File: src/rtl/dwsr_pkg.sv
// Package for the dual wheel speed regulator.
// Field widths, register codes and reset values, controller states and datapath command types.
// No dependencies.
package dwsr_pkg;

  localparam int COUNT_W     = 32;
  localparam int ELAPSED_W   = 16;
  localparam int TARGET_W    = 14;
  localparam int GAIN_W      = 12;
  localparam int DPP_W       = 24;
  localparam int TOL_W       = 13;
  localparam int DRIVE_W     = 14;
  localparam int SPEED_W     = 16;
  localparam int CFG_INDEX_W = 3;
  localparam int CFG_DATA_W  = 24;

  localparam int QUOT_W      = 17;
  localparam int DIV_STEPS   = QUOT_W;
  localparam int DIV_CNT_W   = $clog2(DIV_STEPS);
  localparam int GAIN_SHIFT  = 8;
  localparam int DPP_SCALE   = 32;

  localparam logic [TARGET_W-1:0] TARGET_LEFT_RST  = 14'd1229;
  localparam logic [TARGET_W-1:0] TARGET_RIGHT_RST = 14'd1229;
  localparam logic [GAIN_W-1:0]   LOOP_GAIN_RST    = 12'd307;
  localparam logic [DPP_W-1:0]    DPP_RST          = 24'd632476;
  localparam logic [TOL_W-1:0]    TOL_RST          = 13'd205;

  typedef enum logic [CFG_INDEX_W-1:0] {
    CFG_TARGET_LEFT  = 3'd0,
    CFG_TARGET_RIGHT = 3'd1,
    CFG_LOOP_GAIN    = 3'd2,
    CFG_DPP          = 3'd3,
    CFG_MATCH_TOL    = 3'd4
  } cfg_index_t;

  typedef struct packed {
    logic [TARGET_W-1:0] target_left;
    logic [TARGET_W-1:0] target_right;
    logic [GAIN_W-1:0]   loop_gain;
    logic [DPP_W-1:0]    distance_per_pulse;
    logic [TOL_W-1:0]    match_tolerance;
  } cfg_t;

  typedef enum logic [3:0] {
    DP_NOP,
    DP_CAPTURE,
    DP_DELTA,
    DP_MUL,
    DP_SCALE,
    DP_DIV_STEP,
    DP_SAT,
    DP_GMUL,
    DP_DRIVE,
    DP_EQ
  } dp_op_t;

  typedef struct packed {
    dp_op_t op;
    logic   wheel;
  } dp_cmd_t;

  typedef enum logic [3:0] {
    ST_IDLE,
    ST_DELTA,
    ST_MUL,
    ST_SCALE,
    ST_DIV,
    ST_SAT,
    ST_GMUL,
    ST_DRIVE,
    ST_EQ
  } state_t;

endpackage

File: src/rtl/dwsr_ifs.sv
// Valid/ready channel interfaces for the dual wheel speed regulator.
// Depends on dwsr_pkg for field widths.
interface dwsr_in_if import dwsr_pkg::*; ();
  logic                        valid;
  logic                        ready;
  logic signed [COUNT_W-1:0]   left_count;
  logic signed [COUNT_W-1:0]   right_count;
  logic        [ELAPSED_W-1:0] elapsed_ms;

  modport source(output valid, left_count, right_count, elapsed_ms, input ready);
  modport sink(input valid, left_count, right_count, elapsed_ms, output ready);
endinterface

interface dwsr_out_if import dwsr_pkg::*; ();
  logic                      valid;
  logic                      ready;
  logic signed [DRIVE_W-1:0] left_drive;
  logic signed [DRIVE_W-1:0] right_drive;
  logic signed [SPEED_W-1:0] left_speed;
  logic signed [SPEED_W-1:0] right_speed;

  modport source(output valid, left_drive, right_drive, left_speed, right_speed, input ready);
  modport sink(input valid, left_drive, right_drive, left_speed, right_speed, output ready);
endinterface

File: src/rtl/dwsr_cfg_regs.sv
// Configuration register file: targets, gain, distance per pulse, match tolerance.
// Depends on dwsr_pkg.
module dwsr_cfg_regs import dwsr_pkg::*; (
  input  logic                   clk,
  input  logic                   rst_n,
  input  logic                   cfg_we,
  input  logic [CFG_INDEX_W-1:0] cfg_index,
  input  logic [CFG_DATA_W-1:0]  cfg_wdata,
  output cfg_t                   cfg
);

  cfg_t cfg_r, cfg_nxt;

  always_comb begin
    cfg_nxt = cfg_r;
    if (cfg_we) begin
      case (cfg_index_t'(cfg_index))
        CFG_TARGET_LEFT:  cfg_nxt.target_left        = cfg_wdata[TARGET_W-1:0];
        CFG_TARGET_RIGHT: cfg_nxt.target_right       = cfg_wdata[TARGET_W-1:0];
        CFG_LOOP_GAIN:    cfg_nxt.loop_gain          = cfg_wdata[GAIN_W-1:0];
        CFG_DPP:          cfg_nxt.distance_per_pulse = cfg_wdata[DPP_W-1:0];
        CFG_MATCH_TOL:    cfg_nxt.match_tolerance    = cfg_wdata[TOL_W-1:0];
        default: ;
      endcase
    end
  end

  always_ff @(posedge clk) begin
    if (!rst_n) begin
      cfg_r.target_left        <= TARGET_LEFT_RST;
      cfg_r.target_right       <= TARGET_RIGHT_RST;
      cfg_r.loop_gain          <= LOOP_GAIN_RST;
      cfg_r.distance_per_pulse <= DPP_RST;
      cfg_r.match_tolerance    <= TOL_RST;
    end else begin
      cfg_r <= cfg_nxt;
    end
  end

  assign cfg = cfg_r;

endmodule

File: src/rtl/dwsr_ctrl.sv
// Controller: sequences both wheels through delta, multiply, scale, serial divide,
// saturate, gain and clamp, then equalizes and loads the output register. Depends on dwsr_pkg.
module dwsr_ctrl import dwsr_pkg::*; (
  input  logic    clk,
  input  logic    rst_n,
  input  logic    in_valid,
  output logic    in_ready,
  output logic    out_valid,
  input  logic    out_ready,
  output dp_cmd_t cmd
);

  state_t               state_r, state_nxt;
  logic                 wheel_r, wheel_nxt;
  logic [DIV_CNT_W-1:0] cnt_r, cnt_nxt;
  logic                 out_valid_r, out_valid_nxt;

  always_ff @(posedge clk) begin
    if (!rst_n) begin
      state_r     <= ST_IDLE;
      wheel_r     <= 1'b0;
      cnt_r       <= '0;
      out_valid_r <= 1'b0;
    end else begin
      state_r     <= state_nxt;
      wheel_r     <= wheel_nxt;
      cnt_r       <= cnt_nxt;
      out_valid_r <= out_valid_nxt;
    end
  end

  always_comb begin
    state_nxt     = state_r;
    wheel_nxt     = wheel_r;
    cnt_nxt       = cnt_r;
    out_valid_nxt = out_valid_r && !out_ready;
    in_ready      = 1'b0;
    cmd.op        = DP_NOP;
    cmd.wheel     = wheel_r;
    case (state_r)
      ST_IDLE: begin
        in_ready = 1'b1;
        if (in_valid) begin
          cmd.op    = DP_CAPTURE;
          wheel_nxt = 1'b0;
          state_nxt = ST_DELTA;
        end
      end
      ST_DELTA: begin
        cmd.op    = DP_DELTA;
        state_nxt = ST_MUL;
      end
      ST_MUL: begin
        cmd.op    = DP_MUL;
        state_nxt = ST_SCALE;
      end
      ST_SCALE: begin
        cmd.op    = DP_SCALE;
        cnt_nxt   = '0;
        state_nxt = ST_DIV;
      end
      ST_DIV: begin
        cmd.op  = DP_DIV_STEP;
        cnt_nxt = cnt_r + 1'b1;
        if (cnt_r == DIV_CNT_W'(DIV_STEPS - 1)) begin
          state_nxt = ST_SAT;
        end
      end
      ST_SAT: begin
        cmd.op    = DP_SAT;
        state_nxt = ST_GMUL;
      end
      ST_GMUL: begin
        cmd.op    = DP_GMUL;
        state_nxt = ST_DRIVE;
      end
      ST_DRIVE: begin
        cmd.op = DP_DRIVE;
        if (!wheel_r) begin
          wheel_nxt = 1'b1;
          state_nxt = ST_DELTA;
        end else begin
          state_nxt = ST_EQ;
        end
      end
      ST_EQ: begin
        if (!out_valid_r || out_ready) begin
          cmd.op        = DP_EQ;
          out_valid_nxt = 1'b1;
          state_nxt     = ST_IDLE;
        end
      end
      default: state_nxt = ST_IDLE;
    endcase
  end

  assign out_valid = out_valid_r;

  a_div_cnt_range: assert property (@(posedge clk) disable iff (!rst_n)
    state_r == ST_DIV |-> cnt_r <= DIV_CNT_W'(DIV_STEPS - 1))
    else $error("divider step count out of range");

  a_eq_loads_out: assert property (@(posedge clk) disable iff (!rst_n)
    cmd.op == DP_EQ |=> out_valid_r && state_r == ST_IDLE)
    else $error("result not presented after equalize");

  a_idle_holds: assert property (@(posedge clk) disable iff (!rst_n)
    state_r == ST_IDLE && !in_valid |=> state_r == ST_IDLE)
    else $error("left idle without an accepted item");

  a_second_wheel: assert property (@(posedge clk) disable iff (!rst_n)
    state_r == ST_EQ |-> wheel_r)
    else $error("equalize reached before the right wheel");

endmodule

File: src/rtl/dwsr_datapath.sv
// Datapath: previous counts, shared multiplier, restoring divider, gain stage,
// drive clamp, equalization and output payload registers. Depends on dwsr_pkg.
module dwsr_datapath import dwsr_pkg::*; #(
  parameter int COUNT_BITS    = 32,
  parameter int FRACTION_BITS = 12
) (
  input  logic                        clk,
  input  logic                        rst_n,
  input  dp_cmd_t                     cmd,
  input  cfg_t                        cfg,
  input  logic signed [COUNT_W-1:0]   in_left_count,
  input  logic signed [COUNT_W-1:0]   in_right_count,
  input  logic        [ELAPSED_W-1:0] in_elapsed_ms,
  output logic signed [DRIVE_W-1:0]   out_left_drive,
  output logic signed [DRIVE_W-1:0]   out_right_drive,
  output logic signed [SPEED_W-1:0]   out_left_speed,
  output logic signed [SPEED_W-1:0]   out_right_speed
);

  localparam int PROD_W  = COUNT_BITS + DPP_W;
  localparam int SC_W    = PROD_W + 10;
  localparam int SHIFT   = DPP_SCALE - FRACTION_BITS;
  localparam int NUM_W   = SC_W - SHIFT;
  localparam int TOP_W   = NUM_W - QUOT_W;
  localparam int CMP_W   = (TOP_W > ELAPSED_W) ? TOP_W : ELAPSED_W;
  localparam int ERR_W   = SPEED_W + 1;
  localparam int GP_W    = ERR_W + GAIN_W + 1;
  localparam int TDIFF_W = TARGET_W + 1;
  localparam logic signed [GP_W-1:0] DRV_ONE = GP_W'(1 << FRACTION_BITS);
  localparam logic signed [GP_W-1:0] DRV_NEG = -DRV_ONE;
  localparam logic [QUOT_W-1:0] POS_MAX = QUOT_W'(32767);
  localparam logic [QUOT_W-1:0] NEG_MAX = QUOT_W'(32768);

  logic [COUNT_BITS-1:0]     left_count_r, right_count_r;
  logic [COUNT_BITS-1:0]     prev_left_r, prev_left_nxt, prev_right_r, prev_right_nxt;
  logic [ELAPSED_W-1:0]      ms_r;
  logic                      neg_r;
  logic [COUNT_BITS-1:0]     mag_r;
  logic [PROD_W-1:0]         prod_r;
  logic                      ovf_r;
  logic [ELAPSED_W-1:0]      rem_r;
  logic [QUOT_W-1:0]         quot_r;
  logic signed [SPEED_W-1:0] speed_l_r, speed_r_r;
  logic signed [GP_W-1:0]    gprod_r;
  logic signed [DRIVE_W-1:0] drive_l_r, drive_r_r;
  logic signed [DRIVE_W-1:0] out_ld_r, out_rd_r;
  logic signed [SPEED_W-1:0] out_ls_r, out_rs_r;

  logic [COUNT_BITS-1:0]     cur_cnt, cur_prev, diff;
  logic [SC_W-1:0]           scaled;
  logic [NUM_W-1:0]          num;
  logic [TOP_W-1:0]          num_top;
  logic                      ovf_nxt;
  logic [QUOT_W-1:0]         trial;
  logic                      qbit;
  logic [QUOT_W-1:0]         mag_q;
  logic signed [SPEED_W-1:0] speed_sat;
  logic signed [TARGET_W-1:0] tgt, tgt_l, tgt_r;
  logic signed [SPEED_W-1:0] spd;
  logic signed [ERR_W-1:0]   err;
  logic signed [GP_W-1:0]    corr, drv;
  logic signed [DRIVE_W-1:0] drv_clamped;
  logic signed [TDIFF_W-1:0] tdiff;
  logic [TDIFF_W-1:0]        tdiff_abs;
  logic                      match;

  always_comb begin
    tgt_l    = $signed(cfg.target_left);
    tgt_r    = $signed(cfg.target_right);
    tgt      = cmd.wheel ? tgt_r : tgt_l;
    spd      = cmd.wheel ? speed_r_r : speed_l_r;
    cur_cnt  = cmd.wheel ? right_count_r : left_count_r;
    cur_prev = cmd.wheel ? prev_right_r : prev_left_r;
    diff     = cur_cnt - cur_prev;

    scaled  = (SC_W'(prod_r) << 10) - (SC_W'(prod_r) << 4) - (SC_W'(prod_r) << 3);
    num     = scaled[SC_W-1:SHIFT];
    num_top = num[NUM_W-1:QUOT_W];
    ovf_nxt = CMP_W'(num_top) >= CMP_W'(ms_r);

    trial = {rem_r, quot_r[QUOT_W-1]};
    qbit  = trial >= QUOT_W'(ms_r);

    mag_q = quot_r;
    if (neg_r) begin
      speed_sat = (ovf_r || mag_q > NEG_MAX) ? SPEED_W'(NEG_MAX)
                                             : SPEED_W'(QUOT_W'(0) - mag_q);
    end else begin
      speed_sat = (ovf_r || mag_q > POS_MAX) ? SPEED_W'(POS_MAX) : SPEED_W'(mag_q);
    end

    err  = ERR_W'(tgt) - ERR_W'(spd);
    corr = gprod_r >>> GAIN_SHIFT;
    drv  = GP_W'(tgt) + corr;
    if (drv > DRV_ONE) begin
      drv_clamped = DRIVE_W'(DRV_ONE);
    end else if (drv < DRV_NEG) begin
      drv_clamped = DRIVE_W'(DRV_NEG);
    end else begin
      drv_clamped = DRIVE_W'(drv);
    end

    tdiff     = TDIFF_W'(tgt_l) - TDIFF_W'(tgt_r);
    tdiff_abs = tdiff[TDIFF_W-1] ? TDIFF_W'(-tdiff) : TDIFF_W'(tdiff);
    match     = tdiff_abs < TDIFF_W'(cfg.match_tolerance);

    prev_left_nxt  = prev_left_r;
    prev_right_nxt = prev_right_r;
    if (cmd.op == DP_DELTA) begin
      if (cmd.wheel) begin
        prev_right_nxt = cur_cnt;
      end else begin
        prev_left_nxt = cur_cnt;
      end
    end
  end

  always_ff @(posedge clk) begin
    if (!rst_n) begin
      prev_left_r  <= '0;
      prev_right_r <= '0;
    end else begin
      prev_left_r  <= prev_left_nxt;
      prev_right_r <= prev_right_nxt;
    end
  end

  always_ff @(posedge clk) begin
    case (cmd.op)
      DP_CAPTURE: begin
        left_count_r  <= in_left_count[COUNT_BITS-1:0];
        right_count_r <= in_right_count[COUNT_BITS-1:0];
        ms_r          <= (in_elapsed_ms == '0) ? ELAPSED_W'(1) : in_elapsed_ms;
      end
      DP_DELTA: begin
        neg_r <= diff[COUNT_BITS-1];
        mag_r <= diff[COUNT_BITS-1] ? (COUNT_BITS'(0) - diff) : diff;
      end
      DP_MUL: begin
        prod_r <= PROD_W'(mag_r) * PROD_W'(cfg.distance_per_pulse);
      end
      DP_SCALE: begin
        ovf_r  <= ovf_nxt;
        rem_r  <= ovf_nxt ? '0 : ELAPSED_W'(num_top);
        quot_r <= num[QUOT_W-1:0];
      end
      DP_DIV_STEP: begin
        rem_r  <= qbit ? ELAPSED_W'(trial - QUOT_W'(ms_r)) : trial[ELAPSED_W-1:0];
        quot_r <= {quot_r[QUOT_W-2:0], qbit};
      end
      DP_SAT: begin
        if (cmd.wheel) begin
          speed_r_r <= speed_sat;
        end else begin
          speed_l_r <= speed_sat;
        end
      end
      DP_GMUL: begin
        gprod_r <= GP_W'(err) * GP_W'($signed({1'b0, cfg.loop_gain}));
      end
      DP_DRIVE: begin
        if (cmd.wheel) begin
          drive_r_r <= drv_clamped;
        end else begin
          drive_l_r <= drv_clamped;
        end
      end
      DP_EQ: begin
        out_ls_r <= speed_l_r;
        out_rs_r <= speed_r_r;
        out_ld_r <= (match && speed_l_r > speed_r_r) ? drive_r_r : drive_l_r;
        out_rd_r <= (match && speed_r_r > speed_l_r) ? drive_l_r : drive_r_r;
      end
      default: ;
    endcase
  end

  assign out_left_drive  = out_ld_r;
  assign out_right_drive = out_rd_r;
  assign out_left_speed  = out_ls_r;
  assign out_right_speed = out_rs_r;

endmodule

File: src/rtl/dual_wheel_speed_regulator_core.sv
// Top level of the dual wheel speed regulator: config registers, controller, datapath.
// Depends on dwsr_pkg, dwsr_ifs, dwsr_cfg_regs, dwsr_ctrl and dwsr_datapath.
//
//   channel  | dir | fields                                           | handshake
//   in_ch    | in  | left_count, right_count, elapsed_ms              | valid/ready
//   out_ch   | out | left_drive, right_drive, left_speed, right_speed | valid/ready
//   cfg_*    | in  | cfg_index, cfg_wdata                             | cfg_we
//
// From acceptance to the result register, each wheel in turn runs through the
// serial restoring divider among its other steps, then equalize loads the result.
// Both wheels share the multiplier and divider, so wheels run one after the other;
// a new item is accepted only in the idle state, once the previous item is loaded.
// Synchronous active-low reset clears previous counts and reloads register defaults.
// in_ch.ready is high only between items; a stalled result holds and blocks only
// the final load of the next item.
module dual_wheel_speed_regulator_core import dwsr_pkg::*; #(
  parameter int COUNT_BITS    = 32,
  parameter int FRACTION_BITS = 12
) (
  input  logic                   clk,
  input  logic                   rst_n,
  dwsr_in_if.sink                in_ch,
  dwsr_out_if.source             out_ch,
  input  logic                   cfg_we,
  input  logic [CFG_INDEX_W-1:0] cfg_index,
  input  logic [CFG_DATA_W-1:0]  cfg_wdata
);

  cfg_t    cfg;
  dp_cmd_t cmd;

  dwsr_cfg_regs u_cfg (
    .clk       (clk),
    .rst_n     (rst_n),
    .cfg_we    (cfg_we),
    .cfg_index (cfg_index),
    .cfg_wdata (cfg_wdata),
    .cfg       (cfg)
  );

  dwsr_ctrl u_ctrl (
    .clk       (clk),
    .rst_n     (rst_n),
    .in_valid  (in_ch.valid),
    .in_ready  (in_ch.ready),
    .out_valid (out_ch.valid),
    .out_ready (out_ch.ready),
    .cmd       (cmd)
  );

  dwsr_datapath #(
    .COUNT_BITS    (COUNT_BITS),
    .FRACTION_BITS (FRACTION_BITS)
  ) u_dp (
    .clk             (clk),
    .rst_n           (rst_n),
    .cmd             (cmd),
    .cfg             (cfg),
    .in_left_count   (in_ch.left_count),
    .in_right_count  (in_ch.right_count),
    .in_elapsed_ms   (in_ch.elapsed_ms),
    .out_left_drive  (out_ch.left_drive),
    .out_right_drive (out_ch.right_drive),
    .out_left_speed  (out_ch.left_speed),
    .out_right_speed (out_ch.right_speed)
  );

endmodule

File: src/flat_wrapper.sv
// flat-port wrapper written by rule: the top's interface ports become plain ports
module dual_wheel_speed_regulator_core_flat import dwsr_pkg::*;
#(
  parameter int COUNT_BITS    = 32,
  parameter int FRACTION_BITS = 12
)
  (clk, rst_n, cfg_we, cfg_index, cfg_wdata, in_ch_valid, in_ch_left_count, in_ch_right_count, in_ch_elapsed_ms, in_ch_ready, out_ch_valid, out_ch_left_drive, out_ch_right_drive, out_ch_left_speed, out_ch_right_speed, out_ch_ready);
  dwsr_in_if in_ch_i ();
  dwsr_out_if out_ch_i ();
  input  logic clk;
  input  logic rst_n;
  input  logic cfg_we;
  input  logic [CFG_INDEX_W-1:0] cfg_index;
  input  logic [CFG_DATA_W-1:0] cfg_wdata;
  input wire logic [$bits(in_ch_i.valid)-1:0] in_ch_valid;
  input wire logic [$bits(in_ch_i.left_count)-1:0] in_ch_left_count;
  input wire logic [$bits(in_ch_i.right_count)-1:0] in_ch_right_count;
  input wire logic [$bits(in_ch_i.elapsed_ms)-1:0] in_ch_elapsed_ms;
  output wire logic [$bits(in_ch_i.ready)-1:0] in_ch_ready;
  output wire logic [$bits(out_ch_i.valid)-1:0] out_ch_valid;
  output wire logic [$bits(out_ch_i.left_drive)-1:0] out_ch_left_drive;
  output wire logic [$bits(out_ch_i.right_drive)-1:0] out_ch_right_drive;
  output wire logic [$bits(out_ch_i.left_speed)-1:0] out_ch_left_speed;
  output wire logic [$bits(out_ch_i.right_speed)-1:0] out_ch_right_speed;
  input wire logic [$bits(out_ch_i.ready)-1:0] out_ch_ready;
  assign in_ch_i.valid = in_ch_valid;
  assign in_ch_i.left_count = in_ch_left_count;
  assign in_ch_i.right_count = in_ch_right_count;
  assign in_ch_i.elapsed_ms = in_ch_elapsed_ms;
  assign in_ch_ready = in_ch_i.ready;
  assign out_ch_valid = out_ch_i.valid;
  assign out_ch_left_drive = out_ch_i.left_drive;
  assign out_ch_right_drive = out_ch_i.right_drive;
  assign out_ch_left_speed = out_ch_i.left_speed;
  assign out_ch_right_speed = out_ch_i.right_speed;
  assign out_ch_i.ready = out_ch_ready;
  dual_wheel_speed_regulator_core #(.COUNT_BITS(COUNT_BITS), .FRACTION_BITS(FRACTION_BITS)) u_core (.clk(clk), .rst_n(rst_n), .in_ch(in_ch_i), .out_ch(out_ch_i), .cfg_we(cfg_we), .cfg_index(cfg_index), .cfg_wdata(cfg_wdata));
endmodule
File: config.mk
export PLATFORM = sky130hd
export DESIGN_NAME = dual_wheel_speed_regulator_core_flat
export DESIGN_NICKNAME = d
export VERILOG_FILES = /design/src/rtl/dwsr_pkg.sv /design/src/rtl/dwsr_ifs.sv /design/src/rtl/dwsr_cfg_regs.sv /design/src/rtl/dwsr_ctrl.sv /design/src/rtl/dwsr_datapath.sv /design/src/rtl/dual_wheel_speed_regulator_core.sv /design/src/flat_wrapper.sv
export SDC_FILE = /design/constraint.sdc
export NUM_CORES = 2
export LEC_CHECK = 0
export ABC_AREA = 1
export BUFFER_PORTS_ARGS = -buffer_cell sky130_fd_sc_hd__buf_2
export CAP_MARGIN = 15
export CORE_MARGIN = 2
export CORE_UTILIZATION = 50
export CTS_CLUSTER_DIAMETER = 80
export DETAILED_ROUTE_END_ITERATION = 6
export PLACE_DENSITY = 0.62
export SETUP_SLACK_MARGIN = 0.5
export SYNTH_ARGS = -nofsm -noshare
export SYNTH_HDL_FRONTEND = slang
export SYNTH_SLANG_ARGS = --single-unit
File: constraint.sdc
create_clock -name clk -period 11.31 [get_ports clk]
set_input_delay 2.262 -clock clk [delete_from_list [all_inputs] [get_ports clk]]
set_output_delay 2.262 -clock clk [all_outputs]
set_load 0.1 [all_outputs]
==> summary.txt <==
Timing
  • Highest Clock Rate: 108 MHz
  • Unrepaired setup endpoints after global routing: no
  • Setup TNS: 0 ps
  • Final Cycle Share: 81.9%
  • Setup-failing EPs final: 0
  • Final Hold Fails: 0
  • Worst Hold Slack: 448 ps
  • Final Max Slew Viols: 0
  • Fin crit period: 9260 ps
  • Clock Skews: 29.8 ps
  • Actual slew at the worst max-slew pin: 1200 ps
  • Slew margin rel.: 19.4%

Clock network
  • # H-tree levels: 2
  • Clk slew on worst S/H paths: approximately 60 ps
  • Insertion delay to the later sink of the worst-skew pair: 670 ps
  • Post-CTS Setup Bufs: 0
  • CTS tree: built
  • CTS Hold Bufs: 0
  • Total CTS buffers: 57
  • # resized after CTS: 0
  • Clk sinks: approximately 500
  • CTS max path bufs: 3
  • CTS root buf: clkbuf_16

Setup path
  • Required time worst endpoint: 11730 ps
  • Critical R2R Capture: u_core.u_dp.gprod_r[23]
  • CP max FO: 51
  • CP max stage delay: 690 ps
  • FF-to-FF path depth: 35
  • WS Path Type: reg2reg
  • CP top delay family: adder cells
  • Worst Setup End Kind: flip-flop
  • Cell mode on critical path: fa_1
  • Slowest CP cell: dfxtp_4
  • Critical path buffers and inverters: 6
  • Worst R2R Setup Slack: 2050 ps
  • RR Startpoint: u_core.u_ctrl.wheel_r
  • Worst setup SP type: flip-flop
  • Worst EP arrival: roughly 9700 ps

Worst hold path
  • Min-delay src: u_core.u_dp.prev_left_r[0]
  • Hold Path Sink: u_core.u_dp.prev_left_r[0]
  • Worst hold path type: reg2reg
  • Worst hold stages: 2

Floorplan
  • Starting Density: 50.2%
  • Vert. Die Dim: 367 um
  • Die area: 135000 sq um
  • Core Region: 131000 sq um
  • Row count: about 130
  • Ports: 174
  • Die width: approximately 370 um

Synthesis
  • Area contributors post-synth: fa_1 27%, edfxtp_1 16%, nand2_1 12%
  • Post-synth EDFFs: ~350
  • Post-synthesis register bit count: 497
  • YS warnings: 0
  • Unique cell type count in the Yosys netlist: 69
  • Area leader, netlist: fa_1
  • Syn nets: 9913
  • Synthesized area: roughly 66000 sq um
  • Synth top area share: 27.3%
  • Ys flop type: edfxtp_1
  • Syn Area/Cell: 7.80 sq um
  • Seq/Total Area, Yosys: about a fifth
  • Commonest cells in the netlist: 2056 x nand2_1, 1981 x inv_1, 897 x fa_1, 548 x nor2_1, 464 x ha_1
  • Fraction of registers with async set/reset: 0%
  • Cell with the most instances after synthesis: nand2_1
  • Synth Instances: roughly 8400

Placed design
  • Buffers added on ports: approximately 170
  • GP Congestion: 0.956
  • Dpl hpwl: 151000 um

Run status
  • Status: finished, final reports clean

GRT
  • First-pass GRT wire length: 306000 um
  • Total track usage: 29.0%
  • Number of antenna violations at the first check in global routing: 2
  • Largest net degree at the start of global routing: 65
  • Total congestion overflow: 0
  • Vias in the first global route: 55400

Final layout
  • Core Util, Final: between 50% and 60%
  • Layout area overhead: 6.59%
  • Post-layout nets: 9936
  • Layout cell share with drive strength beyond 1: 6.29%

Job
  • Maximum Capacitance Violations: 0

Drt
  • DRT Wirelength: 193000 um
  • Via count: approximately 54000
  • Vias per cell: 5.24
  • Antenna Violating Nets Remaining: 0
  • Drt wl/cell: 18.8 um
  • TritonRoute pass-1 iters: 6
  • Iteration-0 DRC Markers: between 3000 and 4000
  • Final routed DRC violation total: 0
==> registers in the layout, indices dropped and copies added (netlist names), 4 cells and up <==
signal and count:
u_core.u_dp.out_right_speed 16, u_core.u_dp.speed_r_r 16, u_core.u_dp.prod_r 56, u_core.u_dp.rem_r 16, u_core.u_dp.out_left_speed 16, u_core.u_ctrl.state_r 4
u_core.u_dp.drive_l_r 14, u_core.u_dp.prev_right_r 32, u_core.u_dp.out_right_drive 14, u_core.u_dp.right_count_r 32, u_core.u_dp.left_count_r 32, u_core.u_dp.prev_left_r 32
u_core.u_ctrl.cnt_r 5, u_core.u_cfg.cfg 77, u_core.u_dp.drive_r_r 14, u_core.u_dp.speed_l_r 16, u_core.u_dp.mag_r 32, u_core.u_dp.ms_r 16
u_core.u_dp.out_left_drive 14, u_core.u_dp.gprod_r 22, u_core.u_dp.mag_q 17
==> worst min-delay path, stage by stage, from the launching register on <==
cell     delay [ps]
dfxtp_1         290
inv_1            50
a21oi_1          50
==> cells by family after synthesis <==
logic type	count (synthesis)	synth area share (%)
DFF	497	20.3
xor gates and xnor gates	203	2.73
and+or+nand+nor	3174	20.0
buffers and inverters	2289	13.2
AOI/OAI and AO/OA	916	7.65
adders and majority gates	1361	36.1
==> through the flow <==
step,cells,cell area [sq um],setup slack (ps)
detailed placement,10200,68400,2030
global placement,10200,68400,2300
CTS,10300,70200,2130
global route,10300,70200,1390
floorplan,8440,65900,3240
finish,10300,70200,2050
==> placed cells by master (no fill, tap or decap), types with 72 or more instances in the layout <==
master    instances
edfxtp_1        345
inv_1          1979
o21ai_0         335
nand4_1         101
nand2_1        2055
dfxtp_1         145
xor2_1          128
nand3_1         230
buf_4            79
xnor2_1          72
buf_2           172
fa_1            897
nor2_1          544
a21oi_1         399
ha_1            464
==> area by class of cell <==
| class | count | area [sq um] |
|---|---|---|
| timing repair buffer | 251 | 1450 |
| clock inverter | 31 | 262 |
| clock buffer | 77 | 1540 |
| antenna | 1 | 2.50 |
| tap | 1755 | 2200 |
| fill | 12700 | 60900 |
| multi-input combinational | 5654 | 43800 |
| inverter | 2002 | 7520 |
| sequential | 497 | 13400 |
==> worst max-delay path by stage <==
stage / startpoint / to / slack (ps) / depth (start not counted)
floorplan: u_core.u_ctrl.wheel_r / u_core.u_dp.gprod_r[29] / 3240 / 33
global placement: u_core.u_ctrl.wheel_r / u_core.u_dp.gprod_r[29] / 2300 / 31
detailed placement: u_core.u_ctrl.wheel_r / u_core.u_dp.gprod_r[29] / 2030 / 32
CTS: u_core.u_ctrl.wheel_r / u_core.u_dp.gprod_r[23] / 2130 / 35
global route: u_core.u_ctrl.wheel_r / u_core.u_dp.gprod_r[23] / 1390 / 34
finish: u_core.u_ctrl.wheel_r / u_core.u_dp.gprod_r[23] / 2050 / 35
==> per-layer routing <==
layer	part of all wire, %	wire length (um)	track usage [%]
met4	3.9	7440	9.86
met3	6.3	12100	3.84
met5	0.014	27	0
met2	48	92000	49.7
met1	42	81300	37.7
Power is not shown: default switching activity piles up to over one toggle a cycle in this logic, so the estimate is an artifact.
